### src/npfd_pkg.sv
package npfd_pkg;

  localparam int MaxPrefixes   = 64;
  localparam int MaxPrefixBits = 32;

  typedef enum logic [2:0] {
    ST_ACCEPT   = 3'd0,
    ST_DUP      = 3'd1,
    ST_BADLEN   = 3'd2,
    ST_LEFTOVER = 3'd3,
    ST_FULL     = 3'd4
  } status_e;

  typedef enum logic [1:0] {
    PH_LENGTH,
    PH_ADDR,
    PH_SKIP
  } phase_e;

  typedef enum logic [1:0] {
    LK_IDLE,
    LK_SCAN,
    LK_RESOLVE
  } lk_state_e;

  typedef struct packed {
    logic        start;
    logic        clear;
    logic [31:0] addr;
    logic [5:0]  len;
    logic        last;
  } lk_req_t;

  typedef struct packed {
    logic        valid;
    status_e     status;
    logic [31:0] addr;
    logic [5:0]  len;
    logic        done;
  } res_t;

  function automatic logic [31:0] prefix_mask(input logic [5:0] len);
    logic [31:0] m;
    if (len == 6'd0) begin
      m = 32'd0;
    end else begin
      m = 32'hFFFF_FFFF << (6'd32 - len);
    end
    return m;
  endfunction

endpackage

### src/npfd_if.sv
interface npfd_byte_if;
  logic       valid;
  logic       ready;
  logic [7:0] data_byte;
  logic       last_byte;

  modport source (output valid, output data_byte, output last_byte, input ready);
  modport sink (input valid, input data_byte, input last_byte, output ready);
endinterface

interface npfd_res_if;
  logic        valid;
  logic        ready;
  logic [2:0]  status;
  logic [31:0] prefix_addr;
  logic [5:0]  prefix_length;
  logic        field_done;

  modport source (output valid, output status, output prefix_addr, output prefix_length,
                  output field_done, input ready);
  modport sink (input valid, input status, input prefix_addr, input prefix_length,
                input field_done, output ready);
endinterface

### src/npfd_parser.sv
module npfd_parser (
  input  logic              clk_i,
  input  logic              rst_ni,
  input  logic              accept_i,
  input  logic [7:0]        data_byte_i,
  input  logic              last_byte_i,
  input  logic              skip_i,
  output npfd_pkg::lk_req_t req_o,
  output npfd_pkg::res_t    res_o
);
  import npfd_pkg::*;

  phase_e      phase_q, phase_d;
  logic [2:0]  bl_q, bl_d;
  logic [5:0]  len_q, len_d;
  logic [31:0] acc_q, acc_d;

  logic [2:0]  nb;
  logic [2:0]  total;
  logic [1:0]  pos;
  logic [31:0] acc_new;
  logic [2:0]  bl_new;

  always_comb begin
    nb      = 3'((9'(data_byte_i) + 9'd7) >> 3);
    total   = 3'((7'(len_q) + 7'd7) >> 3);
    pos     = 2'(total - bl_q);
    acc_new = acc_q | (32'(data_byte_i) << (5'd24 - {pos, 3'b000}));
    bl_new  = bl_q - 3'd1;
  end

  always_comb begin
    phase_d = phase_q;
    bl_d    = bl_q;
    len_d   = len_q;
    acc_d   = acc_q;
    req_o   = '0;
    res_o   = '0;
    if (skip_i) begin
      phase_d = PH_SKIP;
    end
    if (accept_i) begin
      case (phase_q)
        PH_SKIP: begin
          if (last_byte_i) begin
            phase_d     = PH_LENGTH;
            bl_d        = 3'd0;
            len_d       = 6'd0;
            acc_d       = 32'd0;
            req_o.clear = 1'b1;
          end
        end
        PH_LENGTH: begin
          if (data_byte_i > 8'(MaxPrefixBits)) begin
            res_o.valid  = 1'b1;
            res_o.status = ST_BADLEN;
            res_o.done   = last_byte_i;
            if (last_byte_i) begin
              phase_d     = PH_LENGTH;
              req_o.clear = 1'b1;
            end else begin
              phase_d = PH_SKIP;
            end
          end else if (nb == 3'd0) begin
            req_o.start = 1'b1;
            req_o.last  = last_byte_i;
            bl_d        = 3'd0;
            len_d       = 6'd0;
            acc_d       = 32'd0;
          end else if (last_byte_i) begin
            res_o.valid  = 1'b1;
            res_o.status = ST_LEFTOVER;
            res_o.len    = 6'(data_byte_i);
            res_o.done   = 1'b1;
            req_o.clear  = 1'b1;
            bl_d         = 3'd0;
            len_d        = 6'd0;
            acc_d        = 32'd0;
          end else begin
            phase_d = PH_ADDR;
            len_d   = 6'(data_byte_i);
            acc_d   = 32'd0;
            bl_d    = nb;
          end
        end
        PH_ADDR: begin
          if (bl_new != 3'd0) begin
            if (last_byte_i) begin
              res_o.valid  = 1'b1;
              res_o.status = ST_LEFTOVER;
              res_o.len    = len_q;
              res_o.done   = 1'b1;
              req_o.clear  = 1'b1;
              phase_d      = PH_LENGTH;
              bl_d         = 3'd0;
              len_d        = 6'd0;
              acc_d        = 32'd0;
            end else begin
              acc_d = acc_new;
              bl_d  = bl_new;
            end
          end else begin
            req_o.start = 1'b1;
            req_o.last  = last_byte_i;
            req_o.addr  = acc_new & prefix_mask(len_q);
            req_o.len   = len_q;
            phase_d     = PH_LENGTH;
            bl_d        = 3'd0;
            acc_d       = acc_new;
            if (last_byte_i) begin
              len_d = 6'd0;
              acc_d = 32'd0;
            end
          end
        end
        default: phase_d = PH_LENGTH;
      endcase
    end
  end

  always_ff @(posedge clk_i or negedge rst_ni) begin
    if (!rst_ni) begin
      phase_q <= PH_LENGTH;
      bl_q    <= 3'd0;
      len_q   <= 6'd0;
      acc_q   <= 32'd0;
    end else begin
      phase_q <= phase_d;
      bl_q    <= bl_d;
      len_q   <= len_d;
      acc_q   <= acc_d;
    end
  end

endmodule

### src/npfd_lookup.sv
module npfd_lookup #(
  parameter int MAX_PREFIXES = npfd_pkg::MaxPrefixes
) (
  input  logic              clk_i,
  input  logic              rst_ni,
  input  npfd_pkg::lk_req_t req_i,
  input  logic              out_free_i,
  output logic              idle_o,
  output logic              skip_o,
  output npfd_pkg::res_t    rsp_o
);
  import npfd_pkg::*;

  localparam int CW = $clog2(MAX_PREFIXES + 1);
  localparam int AW = (MAX_PREFIXES > 1) ? $clog2(MAX_PREFIXES) : 1;
  localparam logic [CW-1:0] MaxCount = CW'(MAX_PREFIXES);

  lk_state_e   state_q, state_d;
  logic [CW-1:0] used_q, used_d;
  logic [CW-1:0] idx_q, idx_d;
  logic        pend_q;
  logic        hit_q, hit_d;
  logic        last_q, last_d;
  logic [37:0] key_q, key_d;
  logic [37:0] rd_data_q;
  logic [37:0] mem [MAX_PREFIXES];

  logic rd_en;
  logic wr_en;
  logic match;
  logic full;

  assign match  = pend_q && (rd_data_q == key_q);
  assign full   = (used_q >= MaxCount);
  assign idle_o = (state_q == LK_IDLE);

  // outputs
  always_comb begin
    rd_en  = 1'b0;
    wr_en  = 1'b0;
    skip_o = 1'b0;
    rsp_o  = '0;
    case (state_q)
      LK_SCAN: rd_en = (idx_q < used_q);
      LK_RESOLVE: begin
        if (out_free_i) begin
          rsp_o.valid = 1'b1;
          rsp_o.done  = last_q;
          if (hit_q) begin
            rsp_o.status = ST_DUP;
            rsp_o.addr   = key_q[31:0];
            rsp_o.len    = key_q[37:32];
          end else if (full) begin
            rsp_o.status = ST_FULL;
            skip_o       = !last_q;
          end else begin
            rsp_o.status = ST_ACCEPT;
            rsp_o.addr   = key_q[31:0];
            rsp_o.len    = key_q[37:32];
            wr_en        = 1'b1;
          end
        end
      end
      default: ;
    endcase
  end

  // next state
  always_comb begin
    state_d = state_q;
    used_d  = used_q;
    idx_d   = idx_q;
    hit_d   = hit_q;
    last_d  = last_q;
    key_d   = key_q;
    case (state_q)
      LK_IDLE: begin
        if (req_i.start) begin
          state_d = LK_SCAN;
          idx_d   = '0;
          hit_d   = 1'b0;
          last_d  = req_i.last;
          key_d   = {req_i.len, req_i.addr};
        end else if (req_i.clear) begin
          used_d = '0;
        end
      end
      LK_SCAN: begin
        if (rd_en) begin
          idx_d = idx_q + CW'(1);
        end
        if (match || !rd_en) begin
          hit_d   = match;
          state_d = LK_RESOLVE;
        end
      end
      LK_RESOLVE: begin
        if (out_free_i) begin
          state_d = LK_IDLE;
          if (last_q) begin
            used_d = '0;
          end else if (wr_en) begin
            used_d = used_q + CW'(1);
          end
        end
      end
      default: state_d = LK_IDLE;
    endcase
  end

  always_ff @(posedge clk_i or negedge rst_ni) begin
    if (!rst_ni) begin
      state_q <= LK_IDLE;
      used_q  <= '0;
      idx_q   <= '0;
      pend_q  <= 1'b0;
      hit_q   <= 1'b0;
      last_q  <= 1'b0;
    end else begin
      state_q <= state_d;
      used_q  <= used_d;
      idx_q   <= idx_d;
      pend_q  <= rd_en;
      hit_q   <= hit_d;
      last_q  <= last_d;
    end
  end

  always_ff @(posedge clk_i) begin
    key_q <= key_d;
  end

  // seen-prefix table, one write and one read port
  always_ff @(posedge clk_i) begin
    if (wr_en) begin
      mem[used_q[AW-1:0]] <= key_q;
    end
    if (rd_en) begin
      rd_data_q <= mem[idx_q[AW-1:0]];
    end
  end

  a_used_bound: assert property (@(posedge clk_i) disable iff (!rst_ni)
    used_q <= MaxCount)
    else $error("table fill count beyond depth");

  a_start_scan: assert property (@(posedge clk_i) disable iff (!rst_ni)
    (state_q == LK_IDLE) && req_i.start |=> (state_q == LK_SCAN))
    else $error("lookup did not start scanning");

  a_no_write_full: assert property (@(posedge clk_i) disable iff (!rst_ni)
    wr_en |-> (used_q < MaxCount) && !hit_q)
    else $error("write into full table or on duplicate");

  a_accept_grows: assert property (@(posedge clk_i) disable iff (!rst_ni)
    rsp_o.valid && (rsp_o.status == ST_ACCEPT) && !last_q
    |=> used_q == $past(used_q) + CW'(1))
    else $error("accepted prefix not counted");

endmodule

### src/nlri_prefix_field_decoder_unit.sv
// IPv4 prefix field decoder.
// byte_i carries one byte of a prefix field per beat, last_byte marking the
// field's final byte. res_o carries at most one result per input beat:
// status, masked prefix address, prefix length and field_done.
// A byte that completes no prefix does not start a table lookup; errors found by the
// parser (bad length, leftover bytes) appear in the output register on the
// cycle after the byte is taken.
// A completed prefix is checked against the seen-prefix table, a synchronous
// memory with one write and one read port, read one entry per cycle; the scan
// of the entries stored in the field stops at the first match, and the next
// byte is held off until the lookup has put its result into the output register.
// The table is emptied at every field end by resetting its fill count, so
// no clearing pass is needed after reset.
// Reset returns the parser to expecting a length byte with an empty table.
// A single output register holds the result; while the receiver stalls and
// the register is full, byte_i.ready stays low.
module nlri_prefix_field_decoder_unit #(
  parameter int MAX_PREFIXES = npfd_pkg::MaxPrefixes
) (
  input  logic        clk_i,
  input  logic        rst_ni,
  npfd_byte_if.sink   byte_i,
  npfd_res_if.source  res_o
);
  import npfd_pkg::*;

  lk_req_t req;
  res_t    parse_res;
  res_t    lk_res;
  res_t    res_q;
  logic    out_valid_q;
  logic    out_free;
  logic    lk_idle;
  logic    lk_skip;
  logic    accept;

  assign out_free     = !out_valid_q || res_o.ready;
  assign byte_i.ready = lk_idle && out_free;
  assign accept       = byte_i.valid && byte_i.ready;

  npfd_parser u_parser (
    .clk_i       (clk_i),
    .rst_ni      (rst_ni),
    .accept_i    (accept),
    .data_byte_i (byte_i.data_byte),
    .last_byte_i (byte_i.last_byte),
    .skip_i      (lk_skip),
    .req_o       (req),
    .res_o       (parse_res)
  );

  npfd_lookup #(
    .MAX_PREFIXES (MAX_PREFIXES)
  ) u_lookup (
    .clk_i      (clk_i),
    .rst_ni     (rst_ni),
    .req_i      (req),
    .out_free_i (out_free),
    .idle_o     (lk_idle),
    .skip_o     (lk_skip),
    .rsp_o      (lk_res)
  );

  always_ff @(posedge clk_i or negedge rst_ni) begin
    if (!rst_ni) begin
      out_valid_q <= 1'b0;
    end else if (parse_res.valid || lk_res.valid) begin
      out_valid_q <= 1'b1;
    end else if (res_o.ready) begin
      out_valid_q <= 1'b0;
    end
  end

  always_ff @(posedge clk_i) begin
    if (parse_res.valid) begin
      res_q <= parse_res;
    end else if (lk_res.valid) begin
      res_q <= lk_res;
    end
  end

  assign res_o.valid         = out_valid_q;
  assign res_o.status        = res_q.status;
  assign res_o.prefix_addr   = res_q.addr;
  assign res_o.prefix_length = res_q.len;
  assign res_o.field_done    = res_q.done;

endmodule

### src/flat_wrapper.sv
// flat-port wrapper written by rule: the top's interface ports become plain ports
module nlri_prefix_field_decoder_unit_flat import npfd_pkg::*;
#(
  parameter int MAX_PREFIXES = npfd_pkg::MaxPrefixes
)
  (clk_i, rst_ni, byte_i_valid, byte_i_data_byte, byte_i_last_byte, byte_i_ready, res_o_valid, res_o_status, res_o_prefix_addr, res_o_prefix_length, res_o_field_done, res_o_ready);
  npfd_byte_if byte_i_i ();
  npfd_res_if res_o_i ();
  input  logic clk_i;
  input  logic rst_ni;
  input wire logic [$bits(byte_i_i.valid)-1:0] byte_i_valid;
  input wire logic [$bits(byte_i_i.data_byte)-1:0] byte_i_data_byte;
  input wire logic [$bits(byte_i_i.last_byte)-1:0] byte_i_last_byte;
  output wire logic [$bits(byte_i_i.ready)-1:0] byte_i_ready;
  output wire logic [$bits(res_o_i.valid)-1:0] res_o_valid;
  output wire logic [$bits(res_o_i.status)-1:0] res_o_status;
  output wire logic [$bits(res_o_i.prefix_addr)-1:0] res_o_prefix_addr;
  output wire logic [$bits(res_o_i.prefix_length)-1:0] res_o_prefix_length;
  output wire logic [$bits(res_o_i.field_done)-1:0] res_o_field_done;
  input wire logic [$bits(res_o_i.ready)-1:0] res_o_ready;
  assign byte_i_i.valid = byte_i_valid;
  assign byte_i_i.data_byte = byte_i_data_byte;
  assign byte_i_i.last_byte = byte_i_last_byte;
  assign byte_i_ready = byte_i_i.ready;
  assign res_o_valid = res_o_i.valid;
  assign res_o_status = res_o_i.status;
  assign res_o_prefix_addr = res_o_i.prefix_addr;
  assign res_o_prefix_length = res_o_i.prefix_length;
  assign res_o_field_done = res_o_i.field_done;
  assign res_o_i.ready = res_o_ready;
  nlri_prefix_field_decoder_unit #(.MAX_PREFIXES(MAX_PREFIXES)) u_core (.clk_i(clk_i), .rst_ni(rst_ni), .byte_i(byte_i_i), .res_o(res_o_i));
endmodule
### config.mk
export PLATFORM = sky130hd
export DESIGN_NAME = nlri_prefix_field_decoder_unit_flat
export DESIGN_NICKNAME = d
export VERILOG_FILES = /design/src/npfd_pkg.sv /design/src/npfd_if.sv /design/src/npfd_parser.sv /design/src/npfd_lookup.sv /design/src/nlri_prefix_field_decoder_unit.sv /design/src/flat_wrapper.sv
export SDC_FILE = /design/constraint.sdc
export NUM_CORES = 2
export LEC_CHECK = 0
export BUFFER_PORTS_ARGS = -buffer_cell sky130_fd_sc_hd__buf_2
export CELL_PAD_IN_SITES_DETAIL_PLACEMENT = 0
export CELL_PAD_IN_SITES_GLOBAL_PLACEMENT = 1
export CORE_MARGIN = 2
export CORE_UTILIZATION = 61
export DETAILED_ROUTE_END_ITERATION = 6
export PLACE_DENSITY = 0.86
export SLEW_MARGIN = 20
export SYNTH_ARGS = -nofsm -noshare
export SYNTH_HDL_FRONTEND = slang
export SYNTH_HIERARCHICAL = 1
export SYNTH_SLANG_ARGS = --single-unit
### constraint.sdc
create_clock -name clk_i -period 10.1 [get_ports clk_i]
set_input_delay 2.02 -clock clk_i [delete_from_list [all_inputs] [get_ports clk_i]]
set_output_delay 2.02 -clock clk_i [all_outputs]
set_load 0.01 [all_outputs]
==> key figures <==
Yosys
  – Register area share after synthesis: approximately three quarters
  – Post-synth ARST share: 2.411%
  – Top FF cell, synth: edfxtp_1
  – Seq cells post-synth: 2613
  – Syn Inst Count: 4592
  – Synthesized area: 102300 um^2
  – Top-count cell post-synth: edfxtp_1
  – Leading area contributor after synthesis: edfxtp_1
  – Synth Warn #: 6
  – Post-synth top cells: 2550 x edfxtp_1, 675 x mux4_2, 128 x nor2_1
  – Number of synthesized flops with an enable pin: 2550
  – Post-synth top area share: about three quarters
  – Yosys cell types: 91
  – Syn_area_per_cell: 22.27 um^2
  – Top post-synthesis cells by area: edfxtp_1 75%, mux4_2 15%, dfrtp_1 1.5%

Critical path
  – Slowest stage delay, CP: 970 ps
  – CP Max Fanout: 23
  – Worst setup SP type: input pin
  – Cell count of the worst reg-to-reg path: 6
  – End of the worst register-to-register path: u_core/u_lookup/rd_data_q[37]
  – Critical path cell sequence: buf_2 > nand2b_1 > nand2_1 > nor3_1 > nand3_1 > nor2_4 > buf_4
  – Worst setup endpoint: u_core/u_lookup/mem[59][33]
  – Worst Path Arrival: 5600 ps
  – Critical Path Source: res_o_ready
  – Crit Path Class: input pin to flop
  – RR Startpoint: u_core/u_lookup/idx_q[0]
  – CP max-delay cell: nand3_1
  – Worst R2R Setup Slack: 5420 ps
  – WP data required: about 11000 ps
  – CP endpoint kind: flop

Drt
  – Pre-Repair DR Iteration Count: 6
  – DR vias/cell: 7.032
  – Routed WL: 262500 um
  – Wirelength per Cell: between 30 and 40 um
  – Post-route DRC: 0
  – Vias: 50732
  – Post-route ant nets: 0
  – 1st-iter DRT viols: ~8600

Clock tree
  – CTS tree: built
  – Max Buffers Root-to-Sink: 3
  – CTS Sinks: 2613
  – Resize count post-CTS: 0
  – Clock root cell: clkbuf_16
  – TritonCTS Buffers: about 240
  – Post-CTS setup buffers: 0
  – Cts hold-fix bufs: 0
  – Clk slew on worst S/H paths: 60 ps
  – Clock latency on the worst-skew pair: 890 ps
  – CTS H-tree depth: 4

GRT
  – Pin count of the biggest net entering global routing: 114
  – Initial antenna violation count: 15
  – First-pass GRT wire length: 373000 um
  – Number of global-route vias before repair: 50475
  – GR Overflow Total: 0
  – GRT Total Usage: 31.27%

Placed design
  – Input/output buffers: 56
  – Dpl ws: 4310 ps
  – Inst Count DP: approximately 6800
  – RD Place Congestion: between 0.9 and 1
  – DP HPWL: 146700 um

STA
  – Max Clock Freq: 197.3 MHz
  – Final Critical Period: a little over 5000 ps
  – Period utilisation layout: about half
  – Clock Skews: between 30 and 40 ps
  – Setup ws final: 5031 ps
  – Worst-margin pin slew: approximately 1200 ps
  – Slew HR: 17.44%
  – Final setup viols: 0
  – Max-slew violations: 0
  – Hold Violations, Final: 0
  – Setup TNS: 0 ps
  – RSZ-0062 raised after global routing: no

Power
  – Power Density: between 200 and 250 nW/um^2
  – Lkg Pwr: roughly 0.034 uW
  – Worst VDD drop: 0.1851 mV

Floorplan
  – Die ar.: around 170000 um^2
  – # rows: 150
  – Die span in y: about 410 um
  – Total I/O pin count: 57
  – Initial Utilization: 61.28%
  – Die Wd: 413.4 um
  – Core ar.: around 170000 um^2

Hold path
  – Hold Startpoint: u_core/u_parser/acc_q[18]
  – Worst Hold Class: flop to flop

Cells and area
  – Area growth from synthesis to layout: 10.85%
  – Final nets: between 4000 and 5000
  – Final design utilization: 67.93%
  – Ratio of cells with drive above 1 in the final layout: about 28%
  – Finished Layout Cells: 7214
  – Fill count: 9715

Run
  – Max-Cap Viols: 0

Outcome
  – Status: finished, final reports clean
==> layer usage <==
layer  wire (um)  track usage [%]  up-vias
met5          83                0        -
met4       11080            11.61       12
met3       33110            8.290      588
met2      128100            49.66     3845
met1       90190            42.30    26479
li1            -                -    19808
==> final cells by class <==
cell class / count / area (um^2) / share of cell area [%]
Tap cell: 2204 / 2758 / 2.433
Clock inverter: 168 / 1485 / 1.310
Multi-Input combinational cell: 1697 / 23000 / 20.29
Clock buffer: 282 / 6142 / 5.419
Sequential cell: 2613 / 78170 / 68.96
Timing Repair Buffer: 216 / 1657 / 1.462
Antenna cell: 2 / 5.005 / 0.004416
Inverter: 32 / 127.6 / 0.1126
==> power breakdown <==
| part | internal [uW] | total (uW) | switching, uW |
|---|---|---|---|
| Combinational | 2460 | 6130 | 3670 |
| Sequential | 11900 | 12100 | 193 |
| Clock | 4840 | 8810 | 3970 |
| Total | 19200 | 27100 | 7830 |
==> sequential cells by signal, indices dropped and copies added (netlist names) <==
| name | count |
|---|---|
| u_core/res_o.field_done | 1 |
| u_core/res_o.prefix_addr | 32 |
| u_core/res_o.prefix_length | 6 |
| u_core/res_o.status | 3 |
| u_core/res_o.valid | 1 |
| u_core/u_lookup/hit_q | 1 |
| u_core/u_lookup/idx_q | 7 |
| u_core/u_lookup/key_q | 38 |
| u_core/u_lookup/last_q | 1 |
| u_core/u_lookup/mem | 2432 |
| u_core/u_lookup/pend_q | 1 |
| u_core/u_lookup/rd_data_q | 38 |
| u_core/u_lookup/state_q | 2 |
| u_core/u_lookup/used_q | 7 |
| u_core/u_parser/acc_q | 32 |
| u_core/u_parser/bl_q | 3 |
| u_core/u_parser/len_q | 6 |
| u_core/u_parser/phase_q | 2 |
==> worst max-delay path: cells and delay by family <==
family	cells	cell delay, ps
buffers and inverters	2	560
AND/OR/NAND/NOR	5	2980
==> through the flow <==
stage	instance area (um^2)	power, uW	hold slack, ps
3_3_place_gp	105600	18250	473.8
2_1_floorplan	102400	16430	466.6
5_1_grt	113300	27740	513.3
3_5_place_dp	105700	18300	483.3
6_report	113300	27080	497.3
4_1_cts	113300	27050	497.1
==> worst min-delay path by stage <==
stage,end,depth (start not counted)
floorplan,u_core/u_parser/acc_q[0],1
global placement,u_core/u_parser/acc_q[24],1
detailed placement,u_core/u_parser/acc_q[18],1
CTS,u_core/u_parser/acc_q[24],1
global route,u_core/u_parser/acc_q[15],1
finish,u_core/u_parser/acc_q[18],1
==> logic make-up (layout without fill, tap and decap cells) <==
logic type	after synthesis	in the layout	share of synthesized area, %
AOI/OAI and AO/OA	362	362	2.679
and+or+nand+nor	424	424	2.090
muxes	808	808	16.38
xor gates and xnor gates	50	50	0.4638
buffers and inverters	314	698	1.717
DFF	2613	2613	76.43
adders and majority gates	19	19	0.2325
other	2	36	0.007345
==> layout by cell type (no fill, tap or decap), types with 35 or more instances in the layout <==
master     netlist  final
a211oi_1        45     45
a21oi_1         44     42
mux2i_1         80     80
clkinv_2         0     48
edfxtp_1      2550   2550
mux4_2         675    675
dfrtp_1         63     59
clkbuf_16        0    239
a32o_1          39     39
mux2_4          40     40
a22oi_1         35     35
and2_1          50     48
clkbuf_1        91     43
nand2_1         96     96
clkinv_1         3     73
nor2_1         128     63
buf_2           60     56
nor2_4           0     64
buf_4           66    146
(Power assumes the default switching activity.)
